==> config.mk <==
export PLATFORM = sky130hd
export DESIGN_NAME = icmp_echo_responder
export DESIGN_NICKNAME = d
export VERILOG_FILES = /design/src/ier_pkg.sv /design/src/ier_datapath.sv /design/src/ier_ctrl.sv /design/src/icmp_echo_responder.sv
export SDC_FILE = /design/constraint.sdc
export NUM_CORES = 2
export LEC_CHECK = 0
export BUFFER_PORTS_ARGS = -buffer_cell sky130_fd_sc_hd__buf_2
export CAP_MARGIN = 20
export CORE_ASPECT_RATIO = 1.4
export CORE_MARGIN = 2
export CORE_UTILIZATION = 55
export DETAILED_ROUTE_END_ITERATION = 8
export PLACE_DENSITY = 0.78
export SYNTH_ARGS = -nofsm -noshare
export SYNTH_HDL_FRONTEND = slang
export SYNTH_HIERARCHICAL = 1
export SYNTH_SLANG_ARGS = --single-unit
==> constraint.sdc <==
create_clock -name clk -period 15.6 [get_ports clk]
set_input_delay 0.78 -clock clk [delete_from_list [all_inputs] [get_ports clk]]
set_output_delay 0.78 -clock clk [all_outputs]
set_load 0.005 [all_outputs]
==> src/ier_pkg.sv <==
// ier_pkg: command and status bundles shared by the echo responder controller and datapath
// no dependencies
`default_nettype none

package ier_pkg;

	// commands from the controller to the datapath
	typedef struct packed {
		logic store;     // merge the accepted input word into the packet store
		logic flush;     // write the partly filled word to the store
		logic clr_pass;  // restart the word counter and clear the checksum sums
		logic rd_en;     // read the store at the word counter and step it
		logic rd_sum;    // the read belongs to the checksum pass
		logic fold;      // fold the sums into the two checksums
		logic load_out;  // load the output register from the read data
		logic end_pkt;   // packet finished: clear byte count and overflow flag
	} ier_cmd_t;

	// status from the datapath to the controller
	typedef struct packed {
		logic pre_ok;     // stored header passes the version, length and protocol checks
		logic pass_end;   // the word counter points at the last word of the reply
		logic type_ok;    // the icmp type is an echo request
		logic out_taken;  // the output word is taken this cycle
		logic out_last;   // the output word held is the last of the reply
	} ier_stat_t;

endpackage

`default_nettype wire

==> src/ier_datapath.sv <==
// ier_datapath: packet store, byte packing, header checks, checksum sums and reply output register
// depends on ier_pkg
`default_nettype none

module ier_datapath #(
	parameter int MAX_PACKET_BYTES = 512
) (
	input  wire logic              clk,
	input  wire logic              arst_n,
	input  wire logic [63:0]       in_word,
	input  wire logic [3:0]        in_byte_count,
	input  wire ier_pkg::ier_cmd_t cmd,
	output ier_pkg::ier_stat_t     stat,
	input  wire logic              out_stall,
	output logic                   out_valid,
	output logic [63:0]            out_word,
	output logic [3:0]             out_byte_count,
	output logic                   out_last
);
	import ier_pkg::*;

	localparam int DEPTH = (MAX_PACKET_BYTES + 7) / 8;
	localparam int AW    = $clog2(DEPTH);
	localparam int CW    = AW + 4;
	localparam int SW    = AW + 18;
	localparam logic [CW-1:0] MAX_BYTES = CW'(MAX_PACKET_BYTES);
	localparam logic [AW:0]   DEPTH_W   = (AW + 1)'(DEPTH);

	localparam logic [3:0]  IP_VERSION_4   = 4'd4;
	localparam logic [3:0]  MIN_IHL        = 4'd5;
	localparam logic [15:0] MIN_HDR_BYTES  = 16'd20;
	localparam logic [7:0]  PROTO_ICMP     = 8'd1;
	localparam logic [7:0]  ICMP_ECHO_REQ  = 8'd8;
	localparam logic [7:0]  ICMP_ECHO_REP  = 8'd0;
	localparam logic [15:0] IP_CSUM_HI     = 16'd10;
	localparam logic [15:0] IP_CSUM_LO     = 16'd11;

	// top n bytes of a word set
	function automatic logic [63:0] top_mask(input logic [3:0] n);
		logic [63:0] m;
		m = '0;
		for (int j = 0; j < 8; j++) begin
			if (4'(j) < n) begin
				m[63 - 8 * j -: 8] = 8'hFF;
			end
		end
		return m;
	endfunction

	// end-around carry fold and complement
	function automatic logic [15:0] fold_csum(input logic [SW-1:0] s);
		logic [16:0] a;
		logic [16:0] b;
		a = 17'(s[15:0]) + 17'(s[SW-1:16]);
		b = 17'(a[15:0]) + 17'(a[16]);
		return ~b[15:0];
	endfunction

	logic [63:0]   pkt_mem_q [DEPTH];
	logic [CW-1:0] br_q;
	logic          ov_q;
	logic [63:0]   acc_q;
	logic [63:0]   hdr0_q, hdr1_q, hdr2_q;
	logic [63:0]   rdata_s1;
	logic [AW-1:0] addr_s1;
	logic          rvld_s1;
	logic          sum_s1;
	logic [AW-1:0] wcnt_q;
	logic [SW-1:0] ip_acc_q, icmp_acc_q;
	logic [7:0]    type_q;
	logic [15:0]   ip_csum_q, icmp_csum_q;
	logic          out_valid_q;
	logic [63:0]   out_word_q;
	logic [3:0]    out_cnt_q;
	logic          out_last_q;

	// byte packing of the incoming word
	logic [3:0]    cnt_c;
	logic [CW-1:0] room;
	logic [3:0]    eff;
	logic          ovf_now;
	logic [2:0]    r;
	logic [63:0]   word_m;
	logic [63:0]   combined;
	logic [63:0]   remainder;
	logic          spill;
	logic [AW:0]   wr_addr_w;
	logic          wen;
	logic [63:0]   wdata;

	always_comb begin
		cnt_c = (in_byte_count > 4'd8) ? 4'd8 : in_byte_count;
		room  = MAX_BYTES - br_q;
		if (CW'(cnt_c) > room) begin
			eff     = room[3:0];
			ovf_now = 1'b1;
		end else begin
			eff     = cnt_c;
			ovf_now = 1'b0;
		end
		r         = br_q[2:0];
		word_m    = in_word & top_mask(eff);
		combined  = (acc_q & top_mask({1'b0, r})) | (word_m >> {r, 3'b000});
		remainder = word_m << (7'd64 - {1'b0, r, 3'b000});
		spill     = ({1'b0, r} + eff) >= 4'd8;
		wr_addr_w = br_q[CW-1:3];
		wen       = (cmd.store || (cmd.flush && r != 3'd0)) && (wr_addr_w < DEPTH_W);
		wdata     = cmd.store ? combined : acc_q;
	end

	// header fields
	logic [3:0]  ihl;
	logic [5:0]  hdr_b;
	logic [15:0] hdr16;
	logic [15:0] tot;
	logic [15:0] br16;
	logic [15:0] tot_m1;

	always_comb begin
		ihl    = hdr0_q[59:56];
		hdr_b  = {ihl, 2'b00};
		hdr16  = 16'(hdr_b);
		tot    = hdr0_q[47:32];
		br16   = 16'(br_q);
		tot_m1 = tot - 16'd1;
	end

	// per-lane checksum contributions of the word read
	logic [7:0]  ip_b   [8];
	logic [7:0]  icmp_b [8];
	logic [17:0] ip_add, icmp_add;
	logic [15:0] bi;

	always_comb begin
		ip_add   = '0;
		icmp_add = '0;
		bi       = '0;
		for (int j = 0; j < 8; j++) begin
			bi = 16'({addr_s1, 3'(j)});
			ip_b[j] = ((bi < hdr16) && (bi != IP_CSUM_HI) && (bi != IP_CSUM_LO)) ?
				rdata_s1[63 - 8 * j -: 8] : 8'd0;
			icmp_b[j] = ((bi > hdr16) && (bi < tot) && (bi != hdr16 + 16'd2) &&
				(bi != hdr16 + 16'd3)) ? rdata_s1[63 - 8 * j -: 8] : 8'd0;
		end
		for (int l = 0; l < 4; l++) begin
			ip_add   = ip_add + 18'({ip_b[2 * l], ip_b[2 * l + 1]});
			icmp_add = icmp_add + 18'({icmp_b[2 * l], icmp_b[2 * l + 1]});
		end
	end

	// reply word built from the read data
	logic [63:0] ow;
	logic [15:0] rem;
	logic [3:0]  ocnt;
	logic        olast;
	logic [15:0] obi;

	always_comb begin
		ow  = rdata_s1;
		obi = '0;
		if (addr_s1 == AW'(1)) begin
			ow[47:32] = ip_csum_q;
			ow[31:0]  = hdr2_q[63:32];
		end
		if (addr_s1 == AW'(2)) begin
			ow[63:32] = hdr1_q[31:0];
		end
		for (int j = 0; j < 8; j++) begin
			obi = 16'({addr_s1, 3'(j)});
			if (obi == hdr16) begin
				ow[63 - 8 * j -: 8] = ICMP_ECHO_REP;
			end else if (obi == hdr16 + 16'd2) begin
				ow[63 - 8 * j -: 8] = icmp_csum_q[15:8];
			end else if (obi == hdr16 + 16'd3) begin
				ow[63 - 8 * j -: 8] = icmp_csum_q[7:0];
			end
		end
		rem   = tot - 16'({addr_s1, 3'b000});
		ocnt  = (rem >= 16'd8) ? 4'd8 : rem[3:0];
		olast = rem <= 16'd8;
		ow    = ow & top_mask(ocnt);
	end

	// packet store: written while packing, read for the two passes
	always_ff @(posedge clk) begin
		if (wen) begin
			pkt_mem_q[wr_addr_w[AW-1:0]] <= wdata;
		end
		if (cmd.rd_en) begin
			rdata_s1 <= pkt_mem_q[wcnt_q];
			addr_s1  <= wcnt_q;
		end
	end

	// header words kept as they are written, packing remainder, icmp type, checksums and output word
	always_ff @(posedge clk) begin
		if (wen && wr_addr_w == (AW + 1)'(0)) begin
			hdr0_q <= wdata;
		end
		if (wen && wr_addr_w == (AW + 1)'(1)) begin
			hdr1_q <= wdata;
		end
		if (wen && wr_addr_w == (AW + 1)'(2)) begin
			hdr2_q <= wdata;
		end
		if (cmd.store) begin
			acc_q <= spill ? remainder : combined;
		end
		if (rvld_s1 && sum_s1 && addr_s1 == AW'(hdr_b[5:3])) begin
			type_q <= hdr_b[2] ? rdata_s1[31:24] : rdata_s1[63:56];
		end
		if (cmd.fold) begin
			ip_csum_q   <= fold_csum(ip_acc_q);
			icmp_csum_q <= fold_csum(icmp_acc_q);
		end
		if (cmd.load_out) begin
			out_word_q <= ow;
			out_cnt_q  <= ocnt;
			out_last_q <= olast;
		end
	end

	// byte count, overflow flag, pass counter, read flags, sums and output valid
	always_ff @(posedge clk or negedge arst_n) begin
		if (!arst_n) begin
			br_q        <= '0;
			ov_q        <= 1'b0;
			wcnt_q      <= '0;
			rvld_s1     <= 1'b0;
			sum_s1      <= 1'b0;
			ip_acc_q    <= '0;
			icmp_acc_q  <= '0;
			out_valid_q <= 1'b0;
		end else begin
			if (cmd.end_pkt) begin
				br_q <= '0;
				ov_q <= 1'b0;
			end else if (cmd.store) begin
				br_q <= br_q + CW'(eff);
				ov_q <= ov_q | ovf_now;
			end
			rvld_s1 <= cmd.rd_en;
			sum_s1  <= cmd.rd_sum;
			if (cmd.clr_pass) begin
				wcnt_q     <= '0;
				ip_acc_q   <= '0;
				icmp_acc_q <= '0;
			end else begin
				if (cmd.rd_en) begin
					wcnt_q <= wcnt_q + AW'(1);
				end
				if (rvld_s1 && sum_s1) begin
					ip_acc_q   <= ip_acc_q + SW'(ip_add);
					icmp_acc_q <= icmp_acc_q + SW'(icmp_add);
				end
			end
			if (cmd.load_out) begin
				out_valid_q <= 1'b1;
			end else if (out_valid_q && !out_stall) begin
				out_valid_q <= 1'b0;
			end
		end
	end

	// status back to the controller
	always_comb begin
		stat.pre_ok = !ov_q && (br16 >= MIN_HDR_BYTES) && (hdr0_q[63:60] == IP_VERSION_4) &&
			(hdr1_q[55:48] == PROTO_ICMP) && (ihl >= MIN_IHL) && (tot <= br16) &&
			(tot >= hdr16 + 16'd4);
		stat.pass_end  = wcnt_q == tot_m1[AW+2:3];
		stat.type_ok   = type_q == ICMP_ECHO_REQ;
		stat.out_taken = out_valid_q && !out_stall;
		stat.out_last  = out_last_q;
	end

	assign out_valid      = out_valid_q;
	assign out_word       = out_word_q;
	assign out_byte_count = out_cnt_q;
	assign out_last       = out_last_q;

endmodule

`default_nettype wire

==> src/ier_ctrl.sv <==
// ier_ctrl: sequencer for packing, header check, checksum pass and reply output
// depends on ier_pkg
`default_nettype none

module ier_ctrl (
	input  wire logic               clk,
	input  wire logic               arst_n,
	input  wire logic               in_valid,
	input  wire logic               in_last,
	output logic                    in_stall,
	input  wire ier_pkg::ier_stat_t stat,
	output ier_pkg::ier_cmd_t       cmd
);
	import ier_pkg::*;

	typedef enum logic [3:0] {
		S_COLLECT,
		S_FLUSH,
		S_CHECK,
		S_SUM_RD,
		S_SUM_WAIT,
		S_FOLD,
		S_OUT_RD,
		S_OUT_LD,
		S_OUT_HOLD
	} state_t;

	state_t state_q;
	state_t state_d;

	// input words only while collecting
	assign in_stall = (state_q != S_COLLECT);

	// next state and commands
	always_comb begin
		cmd     = '0;
		state_d = state_q;
		case (state_q)
			S_COLLECT: begin
				cmd.store = in_valid;
				if (in_valid && in_last) begin
					state_d = S_FLUSH;
				end
			end
			S_FLUSH: begin
				cmd.flush = 1'b1;
				state_d   = S_CHECK;
			end
			S_CHECK: begin
				if (stat.pre_ok) begin
					cmd.clr_pass = 1'b1;
					state_d      = S_SUM_RD;
				end else begin
					cmd.end_pkt = 1'b1;
					state_d     = S_COLLECT;
				end
			end
			S_SUM_RD: begin
				cmd.rd_en  = 1'b1;
				cmd.rd_sum = 1'b1;
				if (stat.pass_end) begin
					state_d = S_SUM_WAIT;
				end
			end
			S_SUM_WAIT: begin
				state_d = S_FOLD;
			end
			S_FOLD: begin
				cmd.fold = 1'b1;
				if (stat.type_ok) begin
					cmd.clr_pass = 1'b1;
					state_d      = S_OUT_RD;
				end else begin
					cmd.end_pkt = 1'b1;
					state_d     = S_COLLECT;
				end
			end
			S_OUT_RD: begin
				cmd.rd_en = 1'b1;
				state_d   = S_OUT_LD;
			end
			S_OUT_LD: begin
				cmd.load_out = 1'b1;
				state_d      = S_OUT_HOLD;
			end
			S_OUT_HOLD: begin
				if (stat.out_taken) begin
					if (stat.out_last) begin
						cmd.end_pkt = 1'b1;
						state_d     = S_COLLECT;
					end else begin
						state_d = S_OUT_RD;
					end
				end
			end
			default: begin
				state_d = S_COLLECT;
			end
		endcase
	end

	// state register
	always_ff @(posedge clk or negedge arst_n) begin
		if (!arst_n) begin
			state_q <= S_COLLECT;
		end else begin
			state_q <= state_d;
		end
	end

endmodule

`default_nettype wire

==> src/icmp_echo_responder.sv <==
// icmp_echo_responder: top level of the ipv4 icmp echo responder
// depends on ier_pkg, ier_ctrl and ier_datapath
//
// usage
//   input channel (in_valid/in_stall): raw ipv4 packet, one word of up to eight bytes
//   per handshake, first byte in bits 63:56, in_last on the final word. words are
//   taken one per cycle while a packet is collected.
//   output channel (out_valid/out_stall): the echo reply, tot_len bytes, one word per
//   handshake, unused low bytes zero, out_last on the final word.
// sequence
//   after the last input word: the partial word is written, the header is checked, the
//   checksum read pass runs over the packet store and the sums are folded, then each
//   reply word is read from the store, loaded and handed over, the hand over waiting
//   while the receiver stalls. input is stalled from the last word until the reply has
//   gone out or the packet has been dropped (at the header check for a bad header).
//   packets that are not echo requests, or are malformed or too long, give no words.
// reset
//   arst_n clears the byte count and the sequencer; the store needs no clearing and
//   words are accepted straight away. a stalled output word is held unchanged.
`default_nettype none

module icmp_echo_responder #(
	parameter int MAX_PACKET_BYTES = 512
) (
	input  wire logic        clk,
	input  wire logic        arst_n,
	input  wire logic        in_valid,
	output logic             in_stall,
	input  wire logic [63:0] in_word,
	input  wire logic [3:0]  in_byte_count,
	input  wire logic        in_last,
	output logic             out_valid,
	input  wire logic        out_stall,
	output logic [63:0]      out_word,
	output logic [3:0]       out_byte_count,
	output logic             out_last
);
	import ier_pkg::*;

	ier_cmd_t  cmd;
	ier_stat_t stat;

	// sequencer
	ier_ctrl u_ctrl (
		.clk      (clk),
		.arst_n   (arst_n),
		.in_valid (in_valid),
		.in_last  (in_last),
		.in_stall (in_stall),
		.stat     (stat),
		.cmd      (cmd)
	);

	// store, checks, checksums and output register
	ier_datapath #(
		.MAX_PACKET_BYTES (MAX_PACKET_BYTES)
	) u_datapath (
		.clk            (clk),
		.arst_n         (arst_n),
		.in_word        (in_word),
		.in_byte_count  (in_byte_count),
		.cmd            (cmd),
		.stat           (stat),
		.out_stall      (out_stall),
		.out_valid      (out_valid),
		.out_word       (out_word),
		.out_byte_count (out_byte_count),
		.out_last       (out_last)
	);

endmodule

`default_nettype wire
==> results.json <==
{
  "setup_viol": 0,
  "hold_viol": 0,
  "fin_crit_ps": 8510,
  "netlist_instances": 8665,
  "grt_usage_pct": 36.4,
  "clkSinkCount": 4507,
  "critPathLaunchType": "flip-flop",
  "rsz0062_at_grt": "no",
  "synth_top_cell_by_area": "edfxtp_1",
  "floorplan.initialDensity_pct": 55.3,
  "reg2reg_setup_slack_ps": 7090,
  "cellLeakagePower_nw": 65.4,
  "status": "finished, final reports clean",
  "die-area_mm2": 0.338,
  "synth_top_cells_by_area": "edfxtp_1, mux4_2, fa_1",
  "synthDistinctLibCells": 91,
  "slew_violations": 0,
  "cp.required_ps": 16340,
  "antenna_found_initial": 32,
  "irDropWorstVdd_uv": 228,
  "rows": 250,
  "nFillCells": 20798,
  "netlist.area_leader.share_pct": 72.7,
  "vias": 103743,
  "max_freq_mhz": 118,
  "ys_warn_count": 6,
  "maxCapViolCount": 0,
  "syn_nets": 8948,
  "seq_area_mm2": 0.135,
  "critical_path_arrival_ps": 9250,
  "cts_resized": 0,
  "numPortBuffers": 143,
  "overflow": 0,
  "cts_htree_levels": 5,
  "synthToLayoutAreaGrowth_pct": 11.7,
  "nets": 9330,
  "setup_ws_ps": 7090,
  "cts_tree": "done",
  "synthArstFlopShare_pct": 1.60,
  "critPathKind": "reg -> reg",
  "powerDensity_mw_per_mm2": 205,
  "gp_congestion": 0.932,
  "dr.pass1.iters": 8,
  "synthTopCellsByCount": "edfxtp_1, mux4_2, clkbuf_1, nor2_1, nand2_1",
  "grt_max_degree": 162,
  "vias_per_cell": 7.52,
  "worst_pin_slew_ps": 1350,
  "max-slew-margin-rel_pct": 9.83,
  "synth.avg_cell_area_um2": 21.2,
  "post_cts_buffers": 0,
  "dr.first_iter.drc_count": 19466,
  "ant_nets": 0,
  "synth_seq_cells": 4507,
  "min_path_type": "in -> reg",
  "wl_per_cell_um": 44.7,
  "drive_above_1_share_pct": 27.7,
  "cts_buffer_depth": 4,
  "dpl.hpwl_um": 301000,
  "cts_made_buffers": 398,
  "synth-main-ff-cell": "edfxtp_1",
  "synth-edff-count": 4435,
  "fin_crit_sh_pct": 54.5,
  "die_h_um": 687,
  "timing.setup.tns_ps": 0,
  "root_buffer": "clkbuf_16",
  "wl_um": 616000,
  "multiInputGateArea_mm2": 0.0470,
  "grt_pass1_vias": 102100,
  "worst_clock_skew_ps": 64.3,
  "place_ws_ps": 6920,
  "yosysMostFrequentCell": "edfxtp_1",
  "path_max_fanout": 80,
  "core_area_mm2": 0.331,
  "ios": 144,
  "yosysSeqAreaShare_pct": 73.6,
  "insertion_delay_ps": 970,
  "end_kind": "flip-flop",
  "syn_area_mm2": 0.183,
  "die_w_um": 492,
  "grt_pass1_wl_um": 843000,
  "drc": 0,
  "fin_hold_ws_ps": 62.7,
  "clk_pin_slew_ps": 70
}
[worst max-delay path, cell delays in order, from the launching register on]
cell and delay (ps):
dfrtp_2 360, buf_4 710, clkinv_1 1040, ha_1 570, ha_1 470, clkinv_1 340
ha_1 390, nand2_1 70, o21a_1 190, or3_1 540, o21ai_2 730, and2_1 910
a221oi_1 210, a2111oi_0 880, a22o_2 470, buf_12 270
[sequential cells by signal (all words and copies together), names as in the netlist, 32 cells and up]
signal / count
u_datapath/pkt_mem_q: 4096
u_datapath/hdr2_q: 32
u_datapath/out_word: 64
u_datapath/hdr1_q: 40
u_datapath/acc_q: 64
u_datapath/rdata_s1: 64
[power by group]
| part | leakage, nW | internal (mW) | switching, mW | total (mW) |
|---|---|---|---|---|
| Clock | 6.38 | 5.66 | 4.66 | 10.3 |
| Sequential | 41.0 | 15.8 | 0.594 | 16.4 |
| Combinational | 18.1 | 5.84 | 9.35 | 15.2 |
| Total | 65.4 | 27.3 | 14.6 | 41.9 |
[worst paths after layout]
check,from,endpoint,cells past startpoint
hold reg to reg,u_datapath/out_valid$_DFFE_PN0P_,u_datapath/out_valid$_DFFE_PN0P_,1
max in group asynchronous,arst_n,u_datapath/wcnt_q[2]$_DFFE_PN0P_,3
setup / recovery,u_datapath/br_q[0]$_DFFE_PN0P_,u_datapath/pkt_mem_q[18][17]$_DFFE_PP_,15
hold / removal,out_stall,u_datapath/out_valid$_DFFE_PN0P_,2
min in group asynchronous,arst_n,u_ctrl/state_q[3]$_DFFE_PN0P_,2
setup reg to reg,u_datapath/br_q[0]$_DFFE_PN0P_,u_datapath/pkt_mem_q[18][17]$_DFFE_PP_,15
[routing by layer]
layer	part of all wire, %	routed length [µm]	vias up	track usage, %
met1	31	189000	53418	44.9
met2	47	288000	10592	56.7
met3	14	86200	2595	10.3
li1	-	-	37126	-
met5	0.011	68	-	0
met4	8.5	52500	12	23.8
[through the flow]
stage | cell area [µm²] | power, mW | utilization (%) | cells
after global placement | 191000 | 30.6 | 57.7 | 13038
after CTS | 204000 | 41.5 | 61.7 | 13758
after global routing | 205000 | 43.0 | 61.8 | 13776
after detailed placement | 191000 | 31.1 | 57.7 | 13040
final | 205000 | 41.9 | 61.8 | 13794
after floorplan | 183000 | 26.3 | - | 8665
[layout by cell type (no fill, tap or decap), drive strengths merged, types with 19 or more instances in the layout]
| cell type | instances |
|---|---|
| edfxtp | 4435 |
| mux4 | 1352 |
| clkbuf | 472 |
| buf | 447 |
| nor2 | 318 |
| nand2 | 238 |
| inv | 191 |
| a21oi | 167 |
| clkinv | 160 |
| o21ai | 128 |
| ha | 112 |
| fa | 98 |
| mux2i | 85 |
| and3 | 79 |
| xnor2 | 72 |
| dfrtp | 72 |
| nand3 | 71 |
| a211oi | 60 |
| bufinv | 53 |
| nor3 | 53 |
| and2 | 48 |
| a22oi | 47 |
| nand4 | 38 |
| a32oi | 35 |
| o22ai | 31 |
| o211ai | 30 |
| xor2 | 28 |
| a221oi | 28 |
| o31ai | 27 |
| a22o | 27 |
| clkinvlp | 26 |
| nor2b | 26 |
| a21o | 26 |
| or3 | 21 |
| diode | 20 |
| nor4 | 20 |
| o21a | 19 |
[timing repair]
action	in CTS	in global routing
endpoints found under the hold margin	17	0
endpoints found under the setup margin	0	0
hold buffers	1	0
[area by class of cell]
| class | instances | area share, % |
|---|---|---|
| multi-input cells | 3507 | 23.0 |
| clock buffers | 471 | 5.08 |
| inverters | 184 | 0.337 |
| clock inverters | 246 | 1.33 |
| diodes | 20 | 0.0244 |
| well taps | 4410 | 2.70 |
| flip-flops and latches | 4507 | 65.9 |
| repair buffers | 449 | 1.61 |
[cells by family (layout without fill, tap and decap cells)]
logic type,Yosys count,count (layout),share of synthesized area [%]
other,0,20,0
buffers and inverters,651,1350,1.37
AND/OR/NAND/NOR,976,976,2.56
flip-flops,4507,4507,73.6
XOR/XNOR,100,100,0.478
adder cells (fa/ha/maj),210,210,1.84
multiplexers,1453,1453,17.2
AO/OA/AOI/OAI,768,768,2.93
Power figures use the tool's default switching activity.
